===== src/hw/rtl/kcl_pkg.sv =====
// Shared types, codes and helper functions of the keypad code lock.
`default_nettype none
package kcl_pkg;

  localparam int CODE_DIGITS = 6;
  localparam int DIGIT_W     = 4;
  localparam int LEN_W       = $clog2(CODE_DIGITS + 1);

  typedef logic [CODE_DIGITS-1:0][DIGIT_W-1:0] code_t;
  typedef logic [LEN_W-1:0]                    len_t;

  localparam logic [3:0] KEY_DIGITS  = 4'd10;
  localparam logic [3:0] KEY_CONFIRM = 4'd12;
  localparam logic [3:0] KEY_CLEAR   = 4'd13;
  localparam logic [3:0] KEY_ADMIN   = 4'd15;

  localparam logic [1:0] CFG_LOCKOUT_SECONDS  = 2'd0;
  localparam logic [1:0] CFG_MAX_ERRORS       = 2'd1;
  localparam logic [1:0] CFG_TICKS_PER_SECOND = 2'd2;

  localparam logic [3:0] FAIL_MAX = 4'd15;

  typedef enum logic [3:0] {
    EV_NONE       = 4'd0,
    EV_DIGIT      = 4'd1,
    EV_FULL       = 4'd2,
    EV_GRANTED    = 4'd3,
    EV_WRONG      = 4'd4,
    EV_LOCKOUT    = 4'd5,
    EV_ADMIN_OK   = 4'd6,
    EV_ADMIN_FAIL = 4'd7,
    EV_NEW_TAKEN  = 4'd8,
    EV_UPDATED    = 4'd9,
    EV_MISMATCH   = 4'd10,
    EV_CLEARED    = 4'd11,
    EV_ADMIN      = 4'd12,
    EV_COUNTDOWN  = 4'd13,
    EV_UNLOCKED   = 4'd14
  } event_e;

  typedef enum logic [1:0] {
    PH_USER    = 2'd0,
    PH_AUTH    = 2'd1,
    PH_NEW     = 2'd2,
    PH_CONFIRM = 2'd3
  } phase_e;

  typedef enum logic [1:0] {
    BEEP_SILENT  = 2'd0,
    BEEP_SUCCESS = 2'd1,
    BEEP_ERROR   = 2'd2
  } beep_e;

  typedef struct packed {
    logic [7:0]  lockout_seconds;
    logic [3:0]  max_errors;
    logic [15:0] ticks_per_second;
  } cfg_t;

  typedef struct packed {
    phase_e     phase;
    beep_e      beep_kind;
    logic [7:0] seconds_left;
    logic       locked_flag;
    len_t       digits_entered;
    event_e     event_res;
  } res_t;

  function automatic code_t reset_code();
    code_t c;
    for (int i = 0; i < CODE_DIGITS; i++) begin
      c[i] = DIGIT_W'((i + 1) % 10);
    end
    return c;
  endfunction

  // length must agree; only digits below the length are compared
  function automatic logic codes_eq(code_t a, len_t al, code_t b, len_t bl);
    logic eq;
    eq = (al == bl);
    for (int i = 0; i < CODE_DIGITS; i++) begin
      if ((al > LEN_W'(i)) && (a[i] != b[i])) begin
        eq = 1'b0;
      end
    end
    return eq;
  endfunction

endpackage
`default_nettype wire


===== src/hw/rtl/keypad_code_lock_top.sv =====
// Keypad code lock top level: stream ports, config registers, input and result registers.
// Path: an accepted beat waits in the input register until the result register is free,
// is then processed by the core, and its result beat is held in the result register until taken.
// Throughput: one beat per cycle; a stalled result holds processing, and an empty input
// register still takes one more beat meanwhile.
// Reset (rst_ni low, asynchronous): stored code 123456, entry empty, user phase,
// unlocked, config registers back to 5 s, 3 errors, 1000 ticks per second.
`default_nettype none
module keypad_code_lock_top
  import kcl_pkg::*;
(
  input  wire logic        clk_i,
  input  wire logic        rst_ni,
  input  wire logic        s_axis_tvalid,
  output logic             s_axis_tready,
  input  wire logic [7:0]  s_axis_tdata,  // [3:0] key, [7:4] zero
  input  wire logic        s_axis_tuser,  // [0] action
  output logic             m_axis_tvalid,
  input  wire logic        m_axis_tready,
  // [3:0] event_res, [6:4] digits_entered, [7] locked_flag, [15:8] seconds_left,
  // [17:16] beep_kind, [19:18] phase, [23:20] zero
  output logic [23:0]      m_axis_tdata,
  input  wire logic        cfg_valid_i,
  output logic             cfg_ready_o,
  input  wire logic [1:0]  cfg_index_i,
  input  wire logic [15:0] cfg_data_i
);

  cfg_t       cfg_q, cfg_d;
  logic       in_valid_q, in_valid_d;
  logic       in_action_q;
  logic [3:0] in_key_q;
  logic       out_valid_q, out_valid_d;
  res_t       out_res_q;
  res_t       core_res;
  logic       s_fire, m_fire, proc;

  assign proc          = in_valid_q && (!out_valid_q || m_axis_tready);
  assign s_axis_tready = !in_valid_q || proc;
  assign s_fire        = s_axis_tvalid && s_axis_tready;
  assign m_fire        = m_axis_tvalid && m_axis_tready;
  assign cfg_ready_o   = 1'b1;

  always_comb begin
    cfg_d = cfg_q;
    if (cfg_valid_i) begin
      unique case (cfg_index_i)
        CFG_LOCKOUT_SECONDS:  cfg_d.lockout_seconds  = cfg_data_i[7:0];
        CFG_MAX_ERRORS:       cfg_d.max_errors       = cfg_data_i[3:0];
        CFG_TICKS_PER_SECOND: cfg_d.ticks_per_second = cfg_data_i;
        default:              cfg_d = cfg_q;
      endcase
    end
  end

  always_comb begin
    in_valid_d = in_valid_q;
    if (s_fire) begin
      in_valid_d = 1'b1;
    end else if (proc) begin
      in_valid_d = 1'b0;
    end
    out_valid_d = out_valid_q;
    if (proc) begin
      out_valid_d = 1'b1;
    end else if (m_fire) begin
      out_valid_d = 1'b0;
    end
  end

  always_ff @(posedge clk_i or negedge rst_ni) begin
    if (!rst_ni) begin
      cfg_q.lockout_seconds  <= 8'd5;
      cfg_q.max_errors       <= 4'd3;
      cfg_q.ticks_per_second <= 16'd1000;
      in_valid_q             <= 1'b0;
      out_valid_q            <= 1'b0;
    end else begin
      cfg_q       <= cfg_d;
      in_valid_q  <= in_valid_d;
      out_valid_q <= out_valid_d;
    end
  end

  always_ff @(posedge clk_i) begin
    if (s_fire) begin
      in_action_q <= s_axis_tuser;
      in_key_q    <= s_axis_tdata[3:0];
    end
    if (proc) begin
      out_res_q <= core_res;
    end
  end

  kcl_core u_core (
    .clk_i    (clk_i),
    .rst_ni   (rst_ni),
    .proc_i   (proc),
    .action_i (in_action_q),
    .key_i    (in_key_q),
    .cfg_i    (cfg_q),
    .res_o    (core_res)
  );

  assign m_axis_tvalid = out_valid_q;
  assign m_axis_tdata  = {4'b0000, out_res_q};

endmodule
`default_nettype wire


===== src/hw/rtl/kcl_core.sv =====
// Lock state and combinational item processing of the keypad code lock.
`default_nettype none
module kcl_core
  import kcl_pkg::*;
(
  input  wire logic       clk_i,
  input  wire logic       rst_ni,
  input  wire logic       proc_i,
  input  wire logic       action_i,
  input  wire logic [3:0] key_i,
  input  wire cfg_t       cfg_i,
  output res_t            res_o
);

  code_t       stored_q, stored_d;
  len_t        stored_len_q, stored_len_d;
  code_t       entry_q, entry_d;
  len_t        entry_len_q, entry_len_d;
  code_t       pend_q, pend_d;
  len_t        pend_len_q, pend_len_d;
  phase_e      phase_q, phase_d;
  logic [3:0]  fail_q, fail_d;
  logic        lock_q, lock_d;
  logic [7:0]  remain_q, remain_d;
  logic [15:0] tick_q, tick_d;

  logic        match_stored, match_pend;
  logic [15:0] period;
  logic [16:0] tick_nxt;
  logic [7:0]  remain_dec;
  logic [3:0]  fail_inc;
  event_e      ev;
  beep_e       beep;

  assign match_stored = codes_eq(entry_q, entry_len_q, stored_q, stored_len_q);
  assign match_pend   = codes_eq(entry_q, entry_len_q, pend_q, pend_len_q);
  assign period       = (cfg_i.ticks_per_second == 16'd0) ? 16'd1 : cfg_i.ticks_per_second;
  assign tick_nxt     = {1'b0, tick_q} + 17'd1;
  assign remain_dec   = (remain_q == 8'd0) ? 8'd0 : remain_q - 8'd1;
  assign fail_inc     = (fail_q == FAIL_MAX) ? fail_q : fail_q + 4'd1;

  always_comb begin
    stored_d     = stored_q;
    stored_len_d = stored_len_q;
    entry_d      = entry_q;
    entry_len_d  = entry_len_q;
    pend_d       = pend_q;
    pend_len_d   = pend_len_q;
    phase_d      = phase_q;
    fail_d       = fail_q;
    lock_d       = lock_q;
    remain_d     = remain_q;
    tick_d       = tick_q;
    ev           = EV_NONE;
    beep         = BEEP_SILENT;
    if (proc_i) begin
      if (action_i) begin
        if (lock_q) begin
          if (tick_nxt >= {1'b0, period}) begin
            tick_d   = '0;
            remain_d = remain_dec;
            if (remain_dec == 8'd0) begin
              lock_d      = 1'b0;
              fail_d      = '0;
              entry_d     = '0;
              entry_len_d = '0;
              pend_d      = '0;
              pend_len_d  = '0;
              phase_d     = PH_USER;
              ev          = EV_UNLOCKED;
            end else begin
              ev = EV_COUNTDOWN;
            end
          end else begin
            tick_d = tick_nxt[15:0];
          end
        end
      end else if (!lock_q) begin
        if (key_i < KEY_DIGITS) begin
          if (entry_len_q < LEN_W'(CODE_DIGITS)) begin
            for (int i = 0; i < CODE_DIGITS; i++) begin
              if (entry_len_q == LEN_W'(i)) begin
                entry_d[i] = key_i;
              end
            end
            entry_len_d = entry_len_q + LEN_W'(1);
            ev          = EV_DIGIT;
          end else begin
            ev = EV_FULL;
          end
        end else if (key_i == KEY_CONFIRM) begin
          // every branch leaves the entry empty
          entry_d     = '0;
          entry_len_d = '0;
          unique case (phase_q)
            PH_USER: begin
              if (match_stored) begin
                fail_d = '0;
                ev     = EV_GRANTED;
                beep   = BEEP_SUCCESS;
              end else begin
                fail_d = fail_inc;
                ev     = EV_WRONG;
                beep   = BEEP_ERROR;
                if (fail_inc >= cfg_i.max_errors) begin
                  lock_d   = 1'b1;
                  remain_d = (cfg_i.lockout_seconds == 8'd0) ? 8'd1 : cfg_i.lockout_seconds;
                  tick_d   = '0;
                  ev       = EV_LOCKOUT;
                end
              end
              pend_d     = '0;
              pend_len_d = '0;
              phase_d    = PH_USER;
            end
            PH_AUTH: begin
              if (match_stored) begin
                phase_d = PH_NEW;
                ev      = EV_ADMIN_OK;
              end else begin
                pend_d     = '0;
                pend_len_d = '0;
                phase_d    = PH_USER;
                ev         = EV_ADMIN_FAIL;
                beep       = BEEP_ERROR;
              end
            end
            PH_NEW: begin
              pend_d     = entry_q;
              pend_len_d = entry_len_q;
              phase_d    = PH_CONFIRM;
              ev         = EV_NEW_TAKEN;
            end
            PH_CONFIRM: begin
              if (match_pend) begin
                stored_d     = pend_q;
                stored_len_d = pend_len_q;
                ev           = EV_UPDATED;
                beep         = BEEP_SUCCESS;
              end else begin
                ev   = EV_MISMATCH;
                beep = BEEP_ERROR;
              end
              pend_d     = '0;
              pend_len_d = '0;
              phase_d    = PH_USER;
            end
            default: begin
              phase_d = PH_USER;
            end
          endcase
        end else if (key_i == KEY_CLEAR) begin
          entry_d     = '0;
          entry_len_d = '0;
          ev          = EV_CLEARED;
        end else if (key_i == KEY_ADMIN) begin
          if (phase_q == PH_USER) begin
            phase_d     = PH_AUTH;
            entry_d     = '0;
            entry_len_d = '0;
            ev          = EV_ADMIN;
          end
        end
      end
    end
  end

  always_comb begin
    res_o.event_res      = ev;
    res_o.digits_entered = entry_len_d;
    res_o.locked_flag    = lock_d;
    res_o.seconds_left   = remain_d;
    res_o.beep_kind      = beep;
    res_o.phase          = phase_d;
  end

  always_ff @(posedge clk_i or negedge rst_ni) begin
    if (!rst_ni) begin
      stored_q     <= reset_code();
      stored_len_q <= LEN_W'(CODE_DIGITS);
      entry_q      <= '0;
      entry_len_q  <= '0;
      pend_q       <= '0;
      pend_len_q   <= '0;
      phase_q      <= PH_USER;
      fail_q       <= '0;
      lock_q       <= 1'b0;
      remain_q     <= '0;
      tick_q       <= '0;
    end else begin
      stored_q     <= stored_d;
      stored_len_q <= stored_len_d;
      entry_q      <= entry_d;
      entry_len_q  <= entry_len_d;
      pend_q       <= pend_d;
      pend_len_q   <= pend_len_d;
      phase_q      <= phase_d;
      fail_q       <= fail_d;
      lock_q       <= lock_d;
      remain_q     <= remain_d;
      tick_q       <= tick_d;
    end
  end

`ifndef SYNTHESIS
  a_entry_len_max: assert property (@(posedge clk_i) disable iff (!rst_ni)
    entry_len_q <= LEN_W'(CODE_DIGITS))
    else $error("entry length beyond code size");

  a_lock_remain: assert property (@(posedge clk_i) disable iff (!rst_ni)
    lock_q == (remain_q != 8'd0))
    else $error("lockout flag and remaining seconds disagree");

  a_lock_user: assert property (@(posedge clk_i) disable iff (!rst_ni)
    lock_q |-> (phase_q == PH_USER) && (entry_len_q == '0))
    else $error("entry or admin phase active during lockout");

  a_unlock_clears: assert property (@(posedge clk_i) disable iff (!rst_ni)
    $fell(lock_q) |-> (fail_q == '0) && $past(action_i))
    else $error("unlock without tick or fail count left");
`endif

endmodule
`default_nettype wire

===== config.mk =====
export PLATFORM = sky130hd
export DESIGN_NAME = keypad_code_lock_top
export DESIGN_NICKNAME = d
export VERILOG_FILES = /design/src/hw/rtl/kcl_pkg.sv /design/src/hw/rtl/keypad_code_lock_top.sv /design/src/hw/rtl/kcl_core.sv
export SDC_FILE = /design/constraint.sdc
export NUM_CORES = 1
export LEC_CHECK = 0
export BUFFER_PORTS_ARGS = -buffer_cell sky130_fd_sc_hd__buf_4
export CAP_MARGIN = 20
export CELL_PAD_IN_SITES_DETAIL_PLACEMENT = 0
export CELL_PAD_IN_SITES_GLOBAL_PLACEMENT = 2
export CORE_MARGIN = 2
export CORE_UTILIZATION = 41
export DETAILED_ROUTE_END_ITERATION = 7
export GPL_TIMING_DRIVEN = 0
export PLACE_DENSITY_LB_ADDON = 0.1
export SETUP_SLACK_MARGIN = 0.5
export SYNTH_ARGS = -nofsm -noshare
export SYNTH_HDL_FRONTEND = slang
export SYNTH_SLANG_ARGS = --single-unit

===== constraint.sdc =====
create_clock -name clk_i -period 4.3 [get_ports clk_i]
set_input_delay 0.43 -clock clk_i [delete_from_list [all_inputs] [get_ports clk_i]]
set_output_delay 0.43 -clock clk_i [all_outputs]
set_load 0.01 [all_outputs]

## Yosys cells after proc, flatten, opt, wreduce, memory -nomap -nowiden

Index checks and enable logic that the tools add are counted.

- Flip-flop bits (word level): 167
- Memories kept: 0
- Input port bits: 32
- ROM bits: 0
- Logic and storage cells: 283
- RAM bits: 0
- Latch bits: 0

- Reduce and logical (&&, ||, !) cells: 48
- Equal/unequal tests: 42
- Bitwise operators: 4
- Div/mod/pow operators: 0
- $add $sub $neg: 4
- Multiply operators: 0
- Magnitude comparators: 10
- Muxes and demuxes: 136
- Shifts and indexed selects: 0

Operator list:

| kind | number |
|---|---|
| 24-bit two-way mux | 16 |
| 16-bit two-way mux | 10 |
| 4-bit two-way mux | 26 |
| 8-bit two-way mux | 12 |
| 24-bit one-hot mux with 3 select lines | 1 |
| 3-bit two-way mux | 20 |
| 9-bit AND reduction | 6 |
| 4-bit != test | 12 |
| 2-bit two-way mux | 18 |
| 1-bit two-way mux | 29 |
| 8-bit zero test | 3 |
| 3-bit != test (second input constant) | 8 |
| 8-bit AND reduction | 3 |
| 16-bit by 1-bit adder with 17-bit output (second input constant) | 1 |
| 17-bit by 16-bit >= comparator with 1-bit output | 1 |
| 4-bit equality test (second input constant) | 4 |
| 16-bit zero test | 1 |
| 4-bit one-hot mux with 4 select lines | 1 |
| 1-bit logical AND | 15 |
| 2-bit one-hot mux with 3 select lines | 2 |
| 2-bit != test (second input constant) | 5 |
| 2-bit nonzero test | 5 |
| 5-bit nonzero test | 2 |
| 3-bit one-hot mux with 3 select lines | 1 |
| other kinds (25) | 42 |

## Logic depth before layout (Yosys ltp)

Gate-level depths: netlist of run 1.

- Depth in word-level cells: 15
- Depth in mapped cells: 17
- Mapped depth without buffers: 15

## Cells and area by module

Synthesis of run 1 repeated with hierarchy kept, for this count alone.

- Cells, all modules: 749
- Area total of the unflattened synthesis: 8600.7 um^2

Modules (own cells, without submodules):

| module | cells an instance | seq. area each (um^2) | area an instance (um^2) | instances |
|---|---|---|---|---|
| kcl_core | 649 | 2816.5 | 6630.1 | 1 |
| keypad_code_lock_top | 100 | 1514.0 | 1970.6 | 1 |

## Worst setup path before layout of run 1

OpenSTA, ideal clock, no wires.

- Kind: reg-to-reg
- From: register u_core.tick_q[0]
- To: register u_core.entry_q[17] in the netlist's numbering
- Arrival time: 3.799 ns
- Setup slack: 0.380 ns
- Stages on the path, launching flop included: 17
- Data required time: 4.179 ns
- Library setup time: 0.121 ns
- Cells stage by stage: dfrtp_1 > ha_1 > nand3_1 > nor2_1 > and3_1 > and3_1 > nand3_1 > xnor2_1 > ha_1 > nand4_1 > nor3_1 > a221oi_1 > o211ai_2 > a21oi_1 > buf_2 > or4_4 > a22o_1

- Cells in the longest elaborated chain, start to end: 4

RTL lines:

| item | RTL line | text |
|---|---|---|
| from (decl) | kcl_core.sv:25 | `logic [15:0] tick_q, tick_d;` |
| from (signal assigned) | kcl_core.sv:201 | `tick_q <= tick_d;` |
| 16-bit by 1-bit adder with 17-bit output | kcl_core.sv:38 | `assign tick_nxt = {1'b0, tick_q} + 17'd1;` |
| 17-bit by 16-bit >= comparator with 1-bit output | kcl_core.sv:59 | `if (tick_nxt >= {1'b0, period}) begin` |
| 2-bit != test (no source line) | -- |  |
| 9-bit AND reduction (no source line) | -- |  |
| to (signal assigned) | kcl_core.sv:193 | `entry_q <= entry_d;` |
| to (decl) | kcl_core.sv:17 | `code_t entry_q, entry_d;` |

No other way between the ends.
A chain may end at the register's enable or synchronous reset.

## Worst setup path after layout of run 1

- From: register u_core.tick_q[1]
- To: register u_core.entry_q[14] in the netlist's numbering

The elaborated chain is that of the path after synthesis.

==> results.md, run 1 <==
* Run status: finished, final reports clean
* Max Clk Rate at 265 MHz
* Syn avg cell area at 10.8 um^2
* Fin. Hold Viols at 0
* RSZ-0062 raised after global routing: true
* Critical path's slowest cell: sky130_fd_sc_hd__or4_4
* Clock-pin slew on the worst setup and hold paths at 0.06 ns
* Series of cell instances along the critical path: ha_4, nand3_4, nor2_4, and3_4, and3_4, nand3_4, xnor2_4, ha_4, nand4_1, nor3_2, a221oi_4, o211ai_2, buf_6, a21oi_4, buf_6, or4_4, a32o_1
* Worst hold stages at 1
* Clock tree root buffer cell: sky130_fd_sc_hd__clkbuf_16
* Register bit total from synthesis at 167
* Worst slew pin tran at 1.20 ns
* Antenna violations before repair at 0
* Maximum vdd ir drop at 0.000232 V
* Launch instance of the worst min-delay path: s_axis_tdata[3]
* Via count normalized by instance count at 5.56
* Routed via count at 6915
* Library cell occupying the most area in the post-synthesis netlist: sky130_fd_sc_hd__dfrtp_1
* Remaining Overflow, GRT at 0
* End of the worst register-to-register path: u_core.entry_q[14]
* Number of nets at the end of the flow at 1012
* Yosys cell types at 75
* Hold Crit Class: input pin to flop
* HPWL after detailed placement at 17200 um
* Worst Hold Endpoint: in_key_q[3]
* Final critical path time including I/O delays and setup at 3.77 ns
* Largest stage delay, worst path at 0.54 ns
* Top library cells by usage in the layout, fill and taps aside: 117 x sky130_fd_sc_hd__dfrtp_1, 85 x sky130_fd_sc_hd__buf_4, 71 x sky130_fd_sc_hd__nand2_1
* Worst reg2reg startpoint: u_core.tick_q[1]
* Data required, critical path at 4.61 ns
* Die Y-Extent at 153 um
* Cells after Synth at 840
* Clk sinks at 167
* Cell family with most CP delay: simple AND/OR/NAND/NOR gates
* Top cells by area, synth: sky130_fd_sc_hd__dfrtp_1 33%, sky130_fd_sc_hd__edfxtp_1 8.3%, sky130_fd_sc_hd__mux2_2 7.2%, sky130_fd_sc_hd__dfstp_2 6.1%, sky130_fd_sc_hd__xnor2_1 4.8%
* Skew final at 0.0131 ns
* Count of routing violations after the opening detailed-route iteration at 296
* Gp weighted congestion at 0.800
* Placement row count at 54
* Type of the worst setup path: flop to flop
* Post-synthesis instance area at 9100 um^2
* Global-route wire length before repair at 38900 um
* Critical Path AT at 4.08 ns
* Layout area overhead at 23.8%
* Overall die width at 153 um
* Sequential area share after synthesis at 47.6%
* Count of buffer and inverter cells on the critical path at 2
* Critical path peak fanout at 6
* Share of final-layout standard cells stronger than drive strength 1 at 29.5%
* Type of destination of the critical path: flop
* Number of buffers created by CTS at 17
* Count of TritonRoute iterations in the first routing pass at 5
* Post-placement worst setup slack at -0.495 ns
* IO Count at 59
* Number of violations of the max-capacitance limit at 0
* Pwr Total at 4.39 mW
* Maximum buffer depth of the clock tree at 2
* Buffers added on ports at 49
* Final core utilization at 51.6%
* Starting density of the core at 41.7%
* Worst reg-to-reg setup slack at 0.53 ns
* H-Tree Level Count at 4
* Core ar. at 21800 um^2
* Global routing usage summed across all routing layers at 21.1%
* Number of enable flip-flop cells after synthesis at 25
* Power per standard cell area at 390 nW/um^2
* Post-route antenna net violation count at 0
* Die area at 23400 um^2
* Depth of the worst register-to-register path at 17
* Yosys top cell area share at 33.3%
* Final routed wire length divided by cell count at 19.5 um
* Category of the worst setup path launch point: flop
* Final setup violation count at 0
* Number of diodes added for antenna fixing at 0
* Async S/R FF share, synth at 85.0%
* Stages on the worst setup path at 17
* Most frequent standard cell in the layout excluding fill and tap cells: sky130_fd_sc_hd__dfrtp_1
* Skew-Pair Late Insertion Delay at 0.44 ns
* Final period utilization at 87.6%
* Static Leak at 5.09 nW
* Fin. max-slew vios at 0
* Vias in the first global route at 7154
* Remaining design rule violation count at 0
* Synth Flop Type: sky130_fd_sc_hd__dfrtp_1
* Clock tree from TritonCTS: yes
* Sum of routed wire length over all layers at 24300 um
* Minimum hold slack at 0.176 ns
* Worst slew margin at 19.0%
* Pin count of the biggest net entering global routing at 81
* Yosys Warn Count at 0
* Worst Slack Setup Final at 0.532 ns
[power breakdown]
part           switching, mW  internal [mW]  leakage (nW)  total [mW]
Combinational          0.519          0.378          2.85       0.897
Clock                  0.678          0.965         0.315        1.64
Sequential             0.105           1.74          1.92        1.85
Total                   1.30           3.08          5.09        4.39
[cells by family (layout without fill, tap and decap cells)]
group                    count (synthesis)  in the layout  share of synthesized area [%]
multiplexers                            89             89                           10.6
AND/OR/NAND/NOR                        221            221                           12.6
XOR/XNOR                                68             68                           6.55
flip-flops                             167            167                           47.6
other                                    2              5                         0.0826
adder cells (fa/ha/maj)                 31             31                           4.24
AO/OA/AOI/OAI                          158            158                           13.1
buffers and inverters                  104            224                           5.27
[layout make-up]
type	count	area (um^2)
Buffer	40	267
Fill cell	1949	10600
Multi-Input combinational cell	572	4680
Timing Repair Buffer	88	753
Clock buffer	21	503
Tap cell	280	350
Sequential cell	167	4340
Clock inverter	11	129
Inverter	64	240
[synth_stat cells, drive strengths merged (11+ instances only)]
cell type	count
nand2	72
dfstp	21
a41oi	13
xor2	18
nand3	19
mux2i	31
ha	30
clkbuf	18
dfrtp	121
a21oi	33
nand2b	11
mux2	58
buf	22
a22o	27
nor2	37
o21ai	23
xnor2	50
nor4	16
inv	63
nor3	21
edfxtp	25
nand4	15
[how the worst max path moves through the flow]
stage / start / end
detailed placement: u_core.tick_q[0] / u_core.tick_q[6]
floorplan: u_core.tick_q[0] / u_core.entry_q[17]
global route: u_core.tick_q[1] / u_core.entry_q[12]
global placement: u_core.tick_q[0] / u_core.tick_q[6]
finish: u_core.tick_q[1] / u_core.entry_q[14]
CTS: u_core.tick_q[1] / m_axis_tdata[14]
[state kept, by name, summed over array words and instances (netlist names), 2 cells and up]
signal,count
u_core.remain_q,8
u_core.tick_q,16
in_key_q,4
u_core.phase_q,2
u_core.entry_q,24
u_core.pend_q,24
u_core.entry_len_q,3
u_core.pend_len_q,3
m_axis_tdata,20
u_core.fail_q,4
cfg_q,28
u_core.stored_q,24
u_core.stored_len_q,3
[routing by layer]
metal  vias up  global-route usage, %  share of wire (%)  routed length (um)
li1       3258                      -                  -                   -
met1      3493                   27.7                 45               11000
met2       127                   36.2                 50               12100
met3        37                   3.32                2.8                 681
met4         0                   6.17                2.0                 495
met5         -                      0                  0                   0
[repair_timing]
item                                    in CTS  in global routing
hold endpoints to repair                    10                  0
hold buffers                                 1                  0
endpoints found under the setup margin     119                 95
cloned                                       0                  2
buffers inserted                            13                 20
pin swaps                                   12                 30
resized for setup                           37                 51
[worst reg2reg max path: stages (launching register included)]
cell,delay (ns)
sky130_fd_sc_hd__dfrtp_1,0.41
sky130_fd_sc_hd__ha_4,0.17
sky130_fd_sc_hd__nand3_4,0.10
sky130_fd_sc_hd__nor2_4,0.11
sky130_fd_sc_hd__and3_4,0.20
sky130_fd_sc_hd__and3_4,0.23
sky130_fd_sc_hd__nand3_4,0.10
sky130_fd_sc_hd__xnor2_4,0.16
sky130_fd_sc_hd__ha_4,0.27
sky130_fd_sc_hd__nand4_1,0.15
sky130_fd_sc_hd__nor3_2,0.26
sky130_fd_sc_hd__a221oi_4,0.12
sky130_fd_sc_hd__o211ai_2,0.18
sky130_fd_sc_hd__buf_6,0.15
sky130_fd_sc_hd__a21oi_4,0.08
sky130_fd_sc_hd__buf_6,0.19
sky130_fd_sc_hd__or4_4,0.54
sky130_fd_sc_hd__a32o_1,0.23
[through the flow]
stage | cells | setup TNS [ns] | cell area [um^2]
after floorplan | 843 | 0 | 9130
after global placement | 1172 | -12.44 | 9850
after detailed placement | 1174 | -14.50 | 9890
after CTS | 1220 | 0 | 10800
after global routing | 1243 | 0 | 11300
final | 1243 | 0 | 11300
No activity file was read; power rests on OpenSTA's default activity.
==> inputs of run 2 (changes only) <==
--- a/config.mk
+++ b/config.mk
@@ -12,6 +12,7 @@
 export CORE_MARGIN = 2
 export CORE_UTILIZATION = 41
 export DETAILED_ROUTE_END_ITERATION = 7
+export GPL_ROUTABILITY_DRIVEN = 1
 export GPL_TIMING_DRIVEN = 0
 export PLACE_DENSITY_LB_ADDON = 0.1
 export SETUP_SLACK_MARGIN = 0.5
==> constraint.sdc (replaced) <==
create_clock -name clk_i -period 4.1 [get_ports clk_i]
set_input_delay 0.41 -clock clk_i [delete_from_list [all_inputs] [get_ports clk_i]]
set_output_delay 0.41 -clock clk_i [all_outputs]
set_load 0.01 [all_outputs]
==> run 2 against run 1 <==
Combinational power increased by 2.5%. Power increased by 1.1%. Setup slack got worse by 0.17 ns. Maximum frequency increased by 0.73%. First-iteration DRC count increased by 42%. Die area unchanged. Critical path depth unchanged. Clock skew increased by 0.0045 ns. Largest cell class unchanged. Highest routed layer unchanged.
==> results.md, run 2 (synthesis gave the netlist of run 1 again) <==
* Critical Path AT at 4.05 ns
* Starting density of the core at 41.7%
* Sum of routed wire length over all layers at 24200 um
* Count of TritonRoute iterations in the first routing pass at 5
* Fin. Hold Viols at 0
* Flop pwr share at 43.6%
* Final setup violation count at 0
* Data required, critical path at 4.41 ns
* Fin cells at 1243
* HPWL after detailed placement at 17000 um
* Fin. max-slew vios at 0
* Routed via count at 6817
* GR met2 Demand/Resource at 36.1%
* Internal at 3.12 mW
* Clock Power Share at 35.7%
* Clk sinks at 167
* Global-route wire length before repair at 38000 um
* Flip-flop count of the largest register after layout at 28
* Final routed wire length divided by cell count at 19.4 um
* Count of routing violations after the opening detailed-route iteration at 420
* Clock tree from TritonCTS: yes
* Largest register by flop count: cfg_q
* Pin count of the biggest net entering global routing at 90
* Max Clk Rate at 267 MHz
* Remaining Overflow, GRT at 0
* Top library cells by usage in the layout, fill and taps aside: 116 x sky130_fd_sc_hd__dfrtp_1, 81 x sky130_fd_sc_hd__buf_4, 71 x sky130_fd_sc_hd__nand2_1
* Skew-Pair Late Insertion Delay at 0.43 ns
* Net Switching at 1.31 mW
* Core ar. at 21800 um^2
* Number of diodes added for antenna fixing at 0
* Layout area overhead at 23.8%
* Clock-pin slew on the worst setup and hold paths at 0.07 ns
* Overall die width at 153 um
* Critical path peak fanout at 7
* Most frequent standard cell in the layout excluding fill and tap cells: sky130_fd_sc_hd__dfrtp_1
* Maximum buffer depth of the clock tree at 2
* Comb power frac at 20.7%
* Clock tree root buffer cell: sky130_fd_sc_hd__clkbuf_16
* Gp weighted congestion at 0.819
* Number of buffers created by CTS at 17
* Number of nets at the end of the flow at 1012
* Post-route antenna net violation count at 0
* Die area at 23400 um^2
* Power per standard cell area at 394 nW/um^2
* IO Count at 59
* Hold Crit Class: input pin to flop
* Pwr Total at 4.43 mW
* Remaining design rule violation count at 0
* Via count normalized by instance count at 5.48
* Type of destination of the critical path: flop
* Minimum hold slack at 0.150 ns
* Final core utilization at 51.6%
* Routing usage on met3 at 3.23%
* Final period utilization at 91.2%
* H-Tree Level Count at 4
* Switching power as a share of total power at 29.6%
* Worst slew pin tran at 1.05 ns
* Worst slew margin at 29.5%
* Category of the worst setup path launch point: flop
* Antenna violations before repair at 0
* Run status: finished, final reports clean
* Die Y-Extent at 153 um
* Global routing usage summed across all routing layers at 20.5%
* Skew final at 0.0175 ns
* Final critical path time including I/O delays and setup at 3.74 ns
* Worst Slack Setup Final at 0.359 ns
* Placement row count at 54
* Number of violations of the max-capacitance limit at 0
* Static Leak at 5.07 nW
* Share of final-layout standard cells stronger than drive strength 1 at 30.3%
* Post-placement worst setup slack at -0.362 ns
* Type of the worst setup path: flop to flop
* DP Cell Count at 1175
* Global-route layer with the greatest usage: met2
* Maximum vdd ir drop at 0.000233 V
* RSZ-0062 raised after global routing: true
* Global Route met1 Usage at 26.3%
* Buffers added on ports at 49
* Vias in the first global route at 7002
run 2: changes by cell type in the layout (fill, tap and decap cells not counted), moves of 3 or more:
cell / delta
sky130_fd_sc_hd__buf_4: -4
sky130_fd_sc_hd__buf_6: +3
sky130_fd_sc_hd__clkinvlp_4: +4
sky130_fd_sc_hd__o21ai_0: +3
sky130_fd_sc_hd__o21ai_1: -5
run 2: metrics by stage:
| step | instance area [um^2] | setup TNS (ns) |
|---|---|---|
| after CTS | 10800 | 0 |
| after floorplan | 9170 | 0 |
| after global routing | 11300 | 0 |
| after global placement | 9890 | -5.65 |
| final | 11300 | 0 |
| after detailed placement | 9930 | -7.97 |
run 2: worst max-delay path, cell delays in order (launching register included):
cell and delay (ns):
sky130_fd_sc_hd__dfrtp_2 0.40, sky130_fd_sc_hd__ha_4 0.16, sky130_fd_sc_hd__nand3_4 0.09, sky130_fd_sc_hd__nor2_4 0.13
sky130_fd_sc_hd__and3_4 0.19, sky130_fd_sc_hd__and3_4 0.21, sky130_fd_sc_hd__nand3_4 0.11, sky130_fd_sc_hd__xnor2_4 0.17
sky130_fd_sc_hd__ha_4 0.28, sky130_fd_sc_hd__nand4_1 0.19, sky130_fd_sc_hd__nor3_2 0.22, sky130_fd_sc_hd__a221oi_4 0.12
sky130_fd_sc_hd__o211ai_4 0.28, sky130_fd_sc_hd__a21oi_2 0.11, sky130_fd_sc_hd__buf_6 0.19, sky130_fd_sc_hd__buf_12 0.13
sky130_fd_sc_hd__a2111o_1 0.38, sky130_fd_sc_hd__a22o_1 0.26
run 2: cell type report:
class	instances	area, um^2
buffer	40	265
clock buffer	23	488
clock inverter	9	90.1
fill	1941	10600
inverter	64	244
multi-input combinational	572	4710
sequential	167	4340
tap	280	350
timing repair buffer	88	781
run 2: final timing paths:
check / slack, ns / from / to / depth (start not counted)
max: 0.36 / u_core.tick_q[0] / u_core.entry_q[1] / 17
min: 0.15 / s_axis_tdata[2] / in_key_q[2] / 1
max reg2reg: 0.36 / u_core.tick_q[0] / u_core.entry_q[1] / 17
min reg2reg: 0.51 / cfg_q[18] / cfg_q[18] / 1
max in group asynchronous: 2.74 / rst_ni / cfg_q[5] / 3
min in group asynchronous: 0.50 / rst_ni / u_core.pend_q[22] / 2
run 2: power groups by stage:
| stage | combinational (mW) | sequential, mW | clock [mW] |
|---|---|---|---|
| finish | 0.919 | 1.93 | 1.58 |
| global route | 1.01 | 1.95 | 1.69 |
| CTS | 0.851 | 1.93 | 1.62 |
| detailed placement | 0.800 | 1.96 | 0 |
| global placement | 0.777 | 1.96 | 0 |
| floorplan | 0.537 | 1.94 | 0 |
run 2: metal layers:
metal | up-vias | routed length (um)
li1 | 3253 | -
met1 | 3406 | 10800
met2 | 133 | 12300
met3 | 25 | 707
met4 | 0 | 319
met5 | - | 0
run 2: timing repair:
action,4_1_cts,5_1_grt
setup buffers,16,15
pin swaps,20,21
gates resized for setup,25,67
endpoints found under the setup margin,119,113
hold buffers,1,0
hold endpoints to repair,46,0
gates cloned,0,3
